===== config.mk =====
export PLATFORM = sky130hd
export DESIGN_NAME = grc_ctrl
export DESIGN_NICKNAME = d
export VERILOG_FILES = /design/src/sv/grc_pkg.sv /design/src/sv/grc_ctrl.sv
export SDC_FILE = /design/constraint.sdc
export NUM_CORES = 1
export LEC_CHECK = 0
export BUFFER_PORTS_ARGS = -buffer_cell sky130_fd_sc_hd__buf_4
export CAP_MARGIN = 20
export CELL_PAD_IN_SITES_DETAIL_PLACEMENT = 1
export CELL_PAD_IN_SITES_GLOBAL_PLACEMENT = 1
export CORE_MARGIN = 2
export CORE_UTILIZATION = 40
export CTS_CLUSTER_DIAMETER = 200
export DETAILED_ROUTE_END_ITERATION = 10
export PLACE_DENSITY_LB_ADDON = 0.1
export SKIP_LAST_GASP = 1
export SYNTH_ARGS = -nofsm -noshare
export SYNTH_HDL_FRONTEND = slang
export SYNTH_SLANG_ARGS = --single-unit

===== constraint.sdc =====
create_clock -name clk -period 2.8 [get_ports clk]
set_input_delay 0 -clock clk [delete_from_list [all_inputs] [get_ports clk]]
set_output_delay 0 -clock clk [all_outputs]
set_load 0.005 [all_outputs]

===== src/sv/grc_pkg.sv =====
// shared constants, codes and control structs of the column ray caster
package grc_pkg;

    localparam int MAP_SIZE_DEF      = 64;
    localparam int SCREEN_WIDTH_DEF  = 320;
    localparam int SCREEN_HEIGHT_DEF = 240;
    localparam int MAX_STEPS_DEF     = 100;

    localparam int DIV_NW     = 31;
    localparam int DIV_DW     = 24;
    localparam int CELL_W     = 4;
    localparam int COORD_W    = 12;
    localparam int CFG_IDX_W  = 3;
    localparam int CFG_DATA_W = 16;

    localparam logic OP_WRITE = 1'b0;
    localparam logic OP_CAST  = 1'b1;

    typedef enum logic [CFG_IDX_W-1:0] {
        CFG_POS_X   = 3'd0,
        CFG_POS_Y   = 3'd1,
        CFG_DIR_X   = 3'd2,
        CFG_DIR_Y   = 3'd3,
        CFG_PLANE_X = 3'd4,
        CFG_PLANE_Y = 3'd5,
        CFG_EYE     = 3'd6
    } cfg_idx_t;

    typedef enum logic [1:0] {
        DIV_DX  = 2'd0,
        DIV_DY  = 2'd1,
        DIV_HGT = 2'd2
    } div_sel_t;

    typedef struct packed {
        logic     load;
        logic     map_wr;
        logic     clr_wr;
        logic     div_go;
        div_sel_t div_sel;
        logic     cam_set;
        logic     ray_x;
        logic     ray_y;
        logic     dx_set;
        logic     dy_set;
        logic     side_x;
        logic     side_y;
        logic     step;
        logic     test;
        logic     h_set;
        logic     tex;
        logic     finish;
    } grc_cmd_t;

    typedef struct packed {
        logic clr_last;
        logic div_done;
        logic hit_now;
    } grc_status_t;

endpackage


===== src/sv/grc_ctrl.sv =====
// controller: map clear sweep, item sequencing and dda step loop
module grc_ctrl #(
    parameter int MAX_STEPS = 100
) (
    input  logic                 clk,
    input  logic                 rst_n,
    input  logic                 start,
    input  logic                 op,
    input  grc_pkg::grc_status_t status,
    output grc_pkg::grc_cmd_t    cmd,
    output logic                 busy
);

    import grc_pkg::*;

    localparam int NW = $clog2(MAX_STEPS + 1);

    typedef enum logic [4:0] {
        ST_CLEAR,
        ST_IDLE,
        ST_WRITE,
        ST_CAM,
        ST_RAY_X,
        ST_RAY_Y,
        ST_DX_GO,
        ST_DX_WAIT,
        ST_DY_GO,
        ST_DY_WAIT,
        ST_SIDE_X,
        ST_SIDE_Y,
        ST_STEP,
        ST_TEST,
        ST_H_GO,
        ST_H_WAIT,
        ST_TEX,
        ST_FINISH
    } state_t;

    state_t        state_reg, state_next;
    logic          busy_reg;
    logic [NW-1:0] n_reg, n_next;

    always_comb
    begin
        cmd        = '0;
        state_next = state_reg;
        n_next     = n_reg;
        case (state_reg)
            ST_CLEAR:
            begin
                cmd.clr_wr = 1'b1;
                if (status.clr_last)
                begin
                    state_next = ST_IDLE;
                end
            end
            ST_IDLE:
            begin
                n_next = '0;
                if (start)
                begin
                    cmd.load   = 1'b1;
                    state_next = (op == OP_CAST) ? ST_CAM : ST_WRITE;
                end
            end
            ST_WRITE:
            begin
                cmd.map_wr = 1'b1;
                state_next = ST_IDLE;
            end
            ST_CAM:
            begin
                cmd.cam_set = 1'b1;
                state_next  = ST_RAY_X;
            end
            ST_RAY_X:
            begin
                cmd.ray_x  = 1'b1;
                state_next = ST_RAY_Y;
            end
            ST_RAY_Y:
            begin
                cmd.ray_y  = 1'b1;
                state_next = ST_DX_GO;
            end
            ST_DX_GO:
            begin
                cmd.div_go  = 1'b1;
                cmd.div_sel = DIV_DX;
                state_next  = ST_DX_WAIT;
            end
            ST_DX_WAIT:
            begin
                if (status.div_done)
                begin
                    cmd.dx_set = 1'b1;
                    state_next = ST_DY_GO;
                end
            end
            ST_DY_GO:
            begin
                cmd.div_go  = 1'b1;
                cmd.div_sel = DIV_DY;
                state_next  = ST_DY_WAIT;
            end
            ST_DY_WAIT:
            begin
                if (status.div_done)
                begin
                    cmd.dy_set = 1'b1;
                    state_next = ST_SIDE_X;
                end
            end
            ST_SIDE_X:
            begin
                cmd.side_x = 1'b1;
                state_next = ST_SIDE_Y;
            end
            ST_SIDE_Y:
            begin
                cmd.side_y = 1'b1;
                state_next = ST_STEP;
            end
            ST_STEP:
            begin
                cmd.step   = 1'b1;
                n_next     = n_reg + 1'b1;
                state_next = ST_TEST;
            end
            ST_TEST:
            begin
                cmd.test = 1'b1;
                if (status.hit_now)
                begin
                    state_next = ST_H_GO;
                end
                else if (n_reg == NW'(MAX_STEPS))
                begin
                    state_next = ST_FINISH;
                end
                else
                begin
                    state_next = ST_STEP;
                end
            end
            ST_H_GO:
            begin
                cmd.div_go  = 1'b1;
                cmd.div_sel = DIV_HGT;
                state_next  = ST_H_WAIT;
            end
            ST_H_WAIT:
            begin
                if (status.div_done)
                begin
                    cmd.h_set  = 1'b1;
                    state_next = ST_TEX;
                end
            end
            ST_TEX:
            begin
                cmd.tex    = 1'b1;
                state_next = ST_FINISH;
            end
            ST_FINISH:
            begin
                cmd.finish = 1'b1;
                state_next = ST_IDLE;
            end
            default:
            begin
                state_next = ST_IDLE;
            end
        endcase
    end

    always_ff @(posedge clk or negedge rst_n)
    begin
        if (!rst_n)
        begin
            state_reg <= ST_CLEAR;
            busy_reg  <= 1'b1;
            n_reg     <= '0;
        end
        else
        begin
            state_reg <= state_next;
            busy_reg  <= state_next != ST_IDLE;
            n_reg     <= n_next;
        end
    end

    assign busy = busy_reg;

endmodule


After elaboration in Yosys (flattened, before gate mapping)
Index checks and enable logic that the tools add are counted.
{"block": "word_totals", "regBits": 13, "in_bits": 7, "out_inout_bits": 19, "elab_cells": 53}
{"block": "op_classes", "n_addsub": 1, "eq_ne": 19, "n_mux": 28, "n_reduce_logical": 2}
{"operator": "one-hot mux 5 bit (16 select lines)", "n": 1}
{"operator": "== test 5 x 4 -> 1 bit (second input constant)", "n": 8}
{"operator": "two-way mux 5 bit", "n": 7}
{"operator": "== test 5 x 3 -> 1 bit (second input constant)", "n": 4}
{"operator": "two-way mux 1 bit", "n": 18}
{"operator": "one-hot mux 7 bit (2 select lines)", "n": 1}
{"operator": "== test 5 x 2 -> 1 bit (second input constant)", "n": 2}
{"operator": "== test 5 bit (second input constant)", "n": 2}
{"operator": "one-hot mux 3 bit (3 select lines)", "n": 1}
{"operator": "adder 7 x 1 -> 7 bit (second input constant)", "n": 1}
{"operator": "== test 7 bit (second input constant)", "n": 1}
{"operator": "== test 5 x 1 -> 1 bit (second input constant)", "n": 1}
{"operator": "zero test 5 bit", "n": 1}
{"operator": "!= test 5 x 1 -> 1 bit (second input constant)", "n": 1}
{"operator": "nonzero test 2 bit", "n": 1}

Logic depth before layout (Yosys ltp)
Gate-level depths: netlist of the first run.
{"block": "depth", "word_depth": 5, "depth_mapped": 6, "mapped_depth_nobuf": 6}

Worst setup path before layout of the first run
Ideal clock, no wire load.
{"block": "synth_path", "path_kind": "reg-to-reg", "startpoint": "register state_reg[0]", "endpoint": "register state_reg[0]", "setup_ns": 0.139, "t_arrival_ns": 1.446, "required_time_ns": 2.661, "slack_ns": 1.216, "stages_incl_launch_ff": 7, "n_path_buf": 2, "period_less_slack_ns": 1.584, "cell_sequence": "dfrtp_1 buf_6 or2_4 buf_6 nor3_2 nor4_1 or4_1"}
{"block": "synth_via", "elab_chain_len": 2, "word_cells_on_any_way": 22, "cone_classes": "eq/ne (15); mux (6); reduce/logical (1)"}
{"element": "start, declared", "line_no": "grc_ctrl.sv:39", "text": "state_t state_reg, state_next;"}
{"element": "start signal, assigned", "line_no": "grc_ctrl.sv:187", "text": "state_reg <= state_next;"}
{"element": "== test 5 bit (tied with other cells)", "line_no": "grc_ctrl.sv:48", "text": "case (state_reg)"}
{"element": "one-hot mux 5 bit (16 select lines) (*)", "line_no": "grc_ctrl.sv:48"}
{"element": "net state_next[0]", "line_no": "grc_ctrl.sv:39"}
The timed path passes the listed nets; every way through them passes the cells marked *.
A chain may end at the register's enable or synchronous reset.

==> results.json, run 1 <==
{
  "synth_area_leader_cell": "dfrtp_1",
  "crit_required_ps": 2800,
  "syn_nets": 134,
  "cts_setup_buffers": 0,
  "layout.nets": 156,
  "maxSlewViolCount": 0,
  "fin_ws_ps": 772.7,
  "groute.usage.overall_pct": 22.19,
  "syn2layout_area_growth_pct": 21.08,
  "power_density_nw_per_um2": 900.1,
  "rsz0062_at_grt": "no",
  "hpwlAfterDp_microns": 2026,
  "synthTopCellsByArea": "dfrtp_1 31%, nor2_1 6.2%, a21oi_1 5.1%",
  "root_buffer": "clkbuf_4",
  "vias": 1002,
  "drc": 0,
  "slew_headroom_pct": 58.79,
  "synth_area_per_cell_sq_um": 7.787,
  "numCtsBuffers": 3,
  "post_cts_resize_count": 0,
  "vias_per_cell": 5.759,
  "worst_hold_slack_ps": 88.44,
  "finalCriticalPeriod_ps": 2027,
  "ys_ff_latch": 13,
  "drt-pass1-iter-count": 4,
  "synth_edf_count": 0,
  "diodes": 0,
  "largest_reg_flops": 7,
  "routed_wl_microns": 2762,
  "die_area_sq_um": 2844,
  "syn_area_sq_um": 973.4,
  "hold_viol_final": 0,
  "synth.top_cell.area_share_pct": 30.85,
  "grt_first_pass_wirelength_microns": 4616,
  "final-setup-viol-count": 0,
  "place_congestion": 0.8570,
  "yosys_warnings": 0,
  "antenna_found_initial": 0,
  "arrival_ps": 2030,
  "grt.overflow.total": 0,
  "final_layout_size_suffix_gt1_share_pct": 22.60,
  "antenna_left": 0,
  "cts_buffer_depth": 2,
  "hold_buffers": 1,
  "worst_slew_pin_slew_ps": 609.6,
  "worst_ir_drop_vdd_mv": 0.4451,
  "yosysSeqAreaShare_pct": 33.55,
  "layout_common_cells": "25 x buf_4, 16 x nor2_1, 12 x dfrtp_1",
  "fin_crit_sh_pct": 72.40,
  "grt_pass1_vias": 1042,
  "htree_levels": 1,
  "dieHeight_microns": 53.33,
  "drt_iter0_drc": 12,
  "layout_commonest_cell": "buf_4",
  "clk_pin_slew_ps": 80,
  "ys_async_sr_fraction_pct": 100.0,
  "die_w_microns": 53.33,
  "worstSetupPathType": "flop to primary output",
  "crit_path_end_kind": "primary output",
  "synth_cell_type_count": 35,
  "hp-class": "input port to flop",
  "cts_sinks": 13,
  "avgRoutedWirePerCell_microns": 15.87,
  "cts_tree": "yes",
  "finClkSkew_ps": 0.5402,
  "timing.fmax_ghz": 0.4933,
  "drv_cap": 0,
  "status": "finished clean",
  "netlist_instances": 125,
  "path_max_fanout": 18,
  "ioPinCount": 26,
  "clkLatencyLatePin_ps": 270,
  "synthFlopType": "dfrtp_1",
  "start_util_pct": 43.17,
  "critPathLaunchType": "flop",
  "place_ws_ps": 973.6,
  "fin_tns_setup_ps": 0,
  "leakage_uw": 0.0005288,
  "port_buffers": 25,
  "core_sq_um": 2255,
  "rows": 17,
  "grt_start_max_net_pins": 19,
  "nFillCells": 287
}
[metal layers]
layer / track usage (%) / part of all wire, % / vias up
met5: 0 / 0 / -
met4: 7.265 / 1.0 / 0
met3: 1.977 / 3.0 / 4
met2: 40.12 / 51 / 19
met1: 27.18 / 45 / 489
li1: - / - / 490
[cells by family (layout without fill, tap and decap cells)]
logic type / Yosys count / after routing / synth area share (%)
simple gates: 67 / 67 / 37.02
compound gates: 27 / 27 / 16.58
flops: 13 / 13 / 33.55
buf+inv: 13 / 34 / 7.069
mux: 3 / 3 / 3.213
fa+ha+maj: 2 / 2 / 2.570
[report_power, final]
part	internal [uW]	switching, uW	total, uW	leakage, uW
Clock	55.2	59.5	115	0.0000150
Combinational	267	308	575	0.000345
Sequential	235	136	372	0.000169
[cell type report]
type	count	area (sq um)	share of cell area [%]
flip-flops and latches	13	326.6	27.71
repair buffers	26	197.7	16.77
clock buffers	4	26.28	2.229
inverters	4	15.01	1.274
multi-input cells	99	578.1	49.04
well taps	28	35.03	2.972
[path summary, 6_finish.rpt]
check	start	to	slack (ps)	depth (start not counted)
min reg2reg	n_reg[6]	n_reg[6]	500	1
max	state_reg[0]	cmd[1]	770	3
max reg2reg	state_reg[2]	n_reg[4]	910	4
min	status[2]	busy	90	4
min in group asynchronous	rst_n	n_reg[4]	110	2
max in group asynchronous	rst_n	busy	2460	2
[critical path: stages (launching register included)]
cell and delay (ps):
dfrtp_1 570, or2_4 380, nor4b_1 580, buf_4 220
[per-stage QoR]
stage / power, uW / std cells / utilization [%] / instance area, sq um
after floorplan: 758.1 / 125 / - / 973.4
final: 1061 / 174 / 52.28 / 1179
after detailed placement: 944.1 / 169 / 50.67 / 1142
after CTS: 1064 / 174 / 52.28 / 1179
after global routing: 1159 / 174 / 52.28 / 1179
after global placement: 921.1 / 169 / 50.67 / 1142
[Yosys cell counts (2+ instances only)]
| cell | number |
|---|---|
| a21oi_1 | 10 |
| and3_1 | 4 |
| buf_2 | 4 |
| buf_6 | 2 |
| clkbuf_1 | 3 |
| dfrtp_1 | 12 |
| ha_1 | 2 |
| inv_1 | 4 |
| mux2i_1 | 2 |
| nand2_1 | 11 |
| nand2b_1 | 2 |
| nand3_1 | 4 |
| nand3b_1 | 4 |
| nor2_1 | 16 |
| nor2b_1 | 2 |
| nor3_1 | 9 |
| nor3b_1 | 2 |
| nor4_1 | 2 |
| nor4b_1 | 2 |
| o21ai_0 | 9 |
| o21bai_1 | 2 |
| or3_1 | 4 |
Note: power is estimated with default switching activity, not from simulation.
==> inputs of run 2 (changes only) <==
CORE_UTILIZATION = 33   (was 40)
clock period = 1.7 ns   (was 2.8 ns; I/O delays follow)
==> run 2 against run 1 <==
Net effect:
- clock skew rose by 2.3 ps
- core utilization decreased by 4.6 points
- clock power up 64%
- largest cell class unchanged
- hold slack worse by 23 ps
- sequential cell count did not move
- critical path depth increased by 1
- final cell count up 9.2%
- non-clock buffer count is 13 higher
- wire length is 15% higher
- die area grew 20%
- via count grew 7.0%
- combinational power up 140%
==> results.json, run 2 (same netlist as run 1, synthesis figures left out) <==
{
  "min_path_cells": 4,
  "wl_met2_microns": 1540,
  "diodes": 0,
  "start_util_pct": 35.00,
  "grt_pass1_vias": 1120,
  "avgRoutedWirePerCell_microns": 16.76,
  "final_area_sq_um": 1326,
  "worst_ir_drop_vdd_mv": 0.9099,
  "grt_first_pass_wirelength_microns": 5223,
  "antenna_left": 0,
  "vias": 1072,
  "final_cells": 190,
  "fin_crit_sh_pct": 96.29,
  "clk_pin_slew_ps": 80,
  "path_max_fanout": 2,
  "clkLatencyLatePin_ps": 270,
  "place_congestion": 0.8228,
  "hpwlAfterDp_microns": 2405,
  "status": "finished clean",
  "vias_per_cell": 5.642,
  "core_sq_um": 2781,
  "rsz0062_at_grt": "yes",
  "place_ws_ps": 39.74,
  "dpl_cell_area_sq_um": 1236,
  "finalCriticalPeriod_ps": 1637,
  "crit_required_ps": 1840,
  "leakage_uw": 0.0006010,
  "groute.usage.overall_pct": 19.90,
  "timing.fmax_ghz": 0.6109,
  "ff2ff_path_depth": 4,
  "dieHeight_microns": 58.31,
  "finClkSkew_ps": 2.844,
  "layout_commonest_cell": "buf_4",
  "dp_cells": 184,
  "worst_slew_pin_slew_ps": 437.3,
  "maxSlewViolCount": 0,
  "root_buffer": "clkbuf_4",
  "port_buffers": 25,
  "cts_tree": "yes",
  "crit_path_end_kind": "flop",
  "met3_length_microns": 126,
  "hp-class": "input port to flop",
  "ioPinCount": 26,
  "syn2layout_area_growth_pct": 36.25,
  "layout.nets": 169,
  "hold_viol_final": 0,
  "drt_iter0_drc": 18,
  "fin_ws_ps": 63.12,
  "slew_headroom_pct": 70.73,
  "worst_hold_slack_ps": 65.21,
  "drv_cap": 0,
  "layout_common_cells": "37 x buf_4, 15 x nor2_1, 12 x dfrtp_1",
  "final_layout_size_suffix_gt1_share_pct": 33.33,
  "grt_start_max_net_pins": 16,
  "wl_met1_microns": 1473,
  "routed_wl_microns": 3184,
  "grt.overflow.total": 0,
  "drt-pass1-iter-count": 4,
  "cts_sinks": 13,
  "arrival_ps": 1770,
  "antenna_found_initial": 0,
  "rows": 19,
  "final-setup-viol-count": 0,
  "die_w_microns": 58.31,
  "critPathLaunchType": "flop",
  "htree_levels": 1,
  "worstSetupPathType": "flop to flop",
  "dr.max_layer_used": "met4",
  "cts_buffer_depth": 2,
  "power_density_nw_per_um2": 1524,
  "die_area_sq_um": 3400,
  "largest_reg_flops": 7,
  "drc": 0,
  "numCtsBuffers": 3
}
-- run 2: changes by cell type in the layout (fill, tap and decap cells not counted), sizes merged --
cell,previous run,this run
buf,25,38
-- run 2: cell type report --
| cell class | instances | area, sq um |
|---|---|---|
| clock buffer | 4 | 26.28 |
| fill | 364 | 1455 |
| inverter | 4 | 15.01 |
| multi-input combinational | 99 | 620.6 |
| sequential | 13 | 326.6 |
| tap | 31 | 38.79 |
| timing repair buffer | 39 | 299.0 |
-- run 2: power breakdown --
group | switching, uW | leakage (uW) | internal, uW
sequential | 74.6 | 0.000170 | 391
combinational | 756 | 0.000416 | 610
clock | 98.4 | 0.0000150 | 90.8
total | 929 | 0.000601 | 1090
-- run 2: worst max-delay path: stages, from the launching register on --
cell and delay (ps):
dfrtp_1 400, buf_4 150, nor4b_2 330, nor4_1 130, or4_1 510
-- run 2: per-stage QoR --
| step | total power [uW] | TNS [ps] | util [%] |
|---|---|---|---|
| 6_report | 2021 | 0 | 47.68 |
| 5_1_grt | 2215 | -114.2 | 47.68 |
| 4_1_cts | 1969 | 0 | 46.11 |
| 3_5_place_dp | 1749 | 0 | 44.44 |
| 3_3_place_gp | 1706 | 0 | 44.44 |
| 2_1_floorplan | 1249 | 0 | - |
-- run 2: path summary, 6_finish.rpt --
| kind | slack (ps) | start | end |
|---|---|---|---|
| max | 60 | state_reg[3] | state_reg[0] |
| max reg2reg | 60 | state_reg[3] | state_reg[0] |
| min in group asynchronous | 110 | rst_n | n_reg[4] |
| max in group asynchronous | 1350 | rst_n | busy |
| min reg2reg | 500 | n_reg[3] | n_reg[3] |
| min | 70 | status[2] | busy |
-- run 2: repair_timing --
item                                    4_1_cts  5_1_grt
hold buffers                                  1        0
endpoints found under the setup margin        3       10
setup buffers                                 0        1
endpoints found under the hold margin        13        0
resized for setup                             2        7
-- run 2: metal layers --
metal / track usage (%) / vias to the layer above
li1: - / 516
met1: 25.83 / 522
met2: 34.03 / 28
met3: 4.396 / 6
met4: 3.987 / 0
met5: 0 / -
==> inputs of run 3 (changes only) <==
BUFFER_PORTS_ARGS = -buffer_cell sky130_fd_sc_hd__buf_2   (was -buffer_cell sky130_fd_sc_hd__buf_4)
==> run 3 against run 2 <==
Net effect:
- maximum frequency about the same
- critical path depth decreased by 1
- clock-buffer cell count stayed put
- sequential share of layout area rose by 1.3 points
- global-route usage decreased by 0.60 points
- core utilization fell by 2.2 points
- largest power group unchanged
==> results.json, run 3 (same netlist as run 1, synthesis figures left out) <==
{
  "dp_cells": 187,
  "nFillCells": 355,
  "finalCriticalPeriod_ps": 1636,
  "final_cells": 193,
  "critPathLaunchType": "flop",
  "rsz0062_at_grt": "yes",
  "dpl_cell_area_sq_um": 1196,
  "port_buffers": 25,
  "worst_hold_slack_ps": 64.43,
  "groute.usage.overall_pct": 19.30,
  "path_max_fanout": 8,
  "clkLatencyLatePin_ps": 280,
  "rows": 19,
  "htree_levels": 1,
  "grt_pass1_vias": 1080,
  "drt_iter0_drc": 15,
  "cts_buffer_depth": 2,
  "avgRoutedWirePerCell_microns": 15.65,
  "antenna_found_initial": 0,
  "hp-class": "input port to flop",
  "final_util_pct": 45.52,
  "final-setup-viol-count": 0,
  "rr_startpoint": "state_reg[0]",
  "dieHeight_microns": 58.31,
  "fin_crit_sh_pct": 96.26,
  "die_area_sq_um": 3400,
  "place_ws_ps": 73.43,
  "arrival_ps": 1790,
  "core_sq_um": 2781,
  "final_area_sq_um": 1266,
  "status": "finished clean",
  "drv_cap": 0,
  "leakage_uw": 0.0006046,
  "finClkSkew_ps": 1.336,
  "maxSlewViolCount": 0,
  "hp-start": "status[2]",
  "power_density_nw_per_um2": 1544,
  "grt_start_max_net_pins": 14,
  "hpwlAfterDp_microns": 2316,
  "start_util_pct": 35.00,
  "place_congestion": 0.8160,
  "diodes": 0,
  "layout.nets": 172,
  "clk_pin_slew_ps": 80,
  "antenna_left": 0,
  "cts_tree": "yes",
  "largest_reg_flops": 7,
  "syn2layout_area_growth_pct": 30.08,
  "routed_wl_microns": 3021,
  "crit_path_end_kind": "flop",
  "numCtsBuffers": 3,
  "ioPinCount": 26,
  "worst_ir_drop_vdd_mv": 0.8204,
  "timing.fmax_ghz": 0.6111,
  "vias": 1055,
  "die_w_microns": 58.31,
  "final_layout_size_suffix_gt1_share_pct": 33.95,
  "grt.overflow.total": 0,
  "crit_required_ps": 1850,
  "crit_start": "state_reg[0]",
  "fin_ws_ps": 63.63,
  "root_buffer": "clkbuf_4",
  "grt_first_pass_wirelength_microns": 5106,
  "layout_commonest_cell": "buf_2",
  "vias_per_cell": 5.466,
  "hold_viol_final": 0,
  "slew_headroom_pct": 73.18,
  "worst_slew_pin_slew_ps": 400.8,
  "worstSetupPathType": "flop to flop",
  "layout_common_cells": "25 x buf_2, 15 x nor2_1, 15 x buf_4",
  "drc": 0,
  "drt-pass1-iter-count": 4,
  "cts_sinks": 13
}
-- run 3: cell types whose count changed in the layout (fill, tap and decap cells not counted), sizes merged --
cell,before,now
buf,38,41
-- run 3: worst paths after layout --
path | to | slack [ps] | cells past startpoint
max reg2reg | state_reg[0] | 60 | 3
max | state_reg[0] | 60 | 3
min | busy | 60 | 4
min in group asynchronous | n_reg[6] | 140 | 2
min reg2reg | n_reg[6] | 500 | 1
max in group asynchronous | busy | 1280 | 2
-- run 3: timing repair --
item	in CTS	in global routing
hold endpoints to repair	13	0
hold buffers	1	0
gates resized for setup	2	5
setup buffers	0	1
setup endpoints to repair	4	11
-- run 3: power by group --
group	total (uW)	switching [uW]	internal [uW]
combinational	1270	699	568
clock	198	108	90.9
sequential	490	96.3	393
total	1960	903	1050
-- run 3: critical path, cell delays in order, from the launching register on --
cell     delay [ps]
dfrtp_2         470
nor4b_1         420
nor4_1          150
or4_1           480
-- run 3: cell type report --
type                            instances  area (sq um)  share of cell area [%]
Inverter                                4         15.01                   1.186
Timing Repair Buffer                   42         259.0                   20.45
Clock buffer                            4         26.28                   2.075
Multi-Input combinational cell         99         599.3                   47.33
Sequential cell                        13         327.8                   25.89
Tap cell                               31         38.79                   3.063
-- run 3: per-stage QoR --
step	setup TNS [ps]	power, uW
2_1_floorplan	0	1249
3_3_place_gp	0	1671
3_5_place_dp	0	1698
4_1_cts	0	1914
5_1_grt	-315.1	2133
6_report	0	1955
-- run 3: layer usage --
layer	wire length (microns)	vias to the layer above	global-route usage, %	part of all wire [%]
met3	122	2	4.176	4.0
met2	1411	24	30.82	47
met4	24	0	3.322	0.79
met5	0	-	0	0
met1	1463	507	27.21	48
li1	-	522	-	-
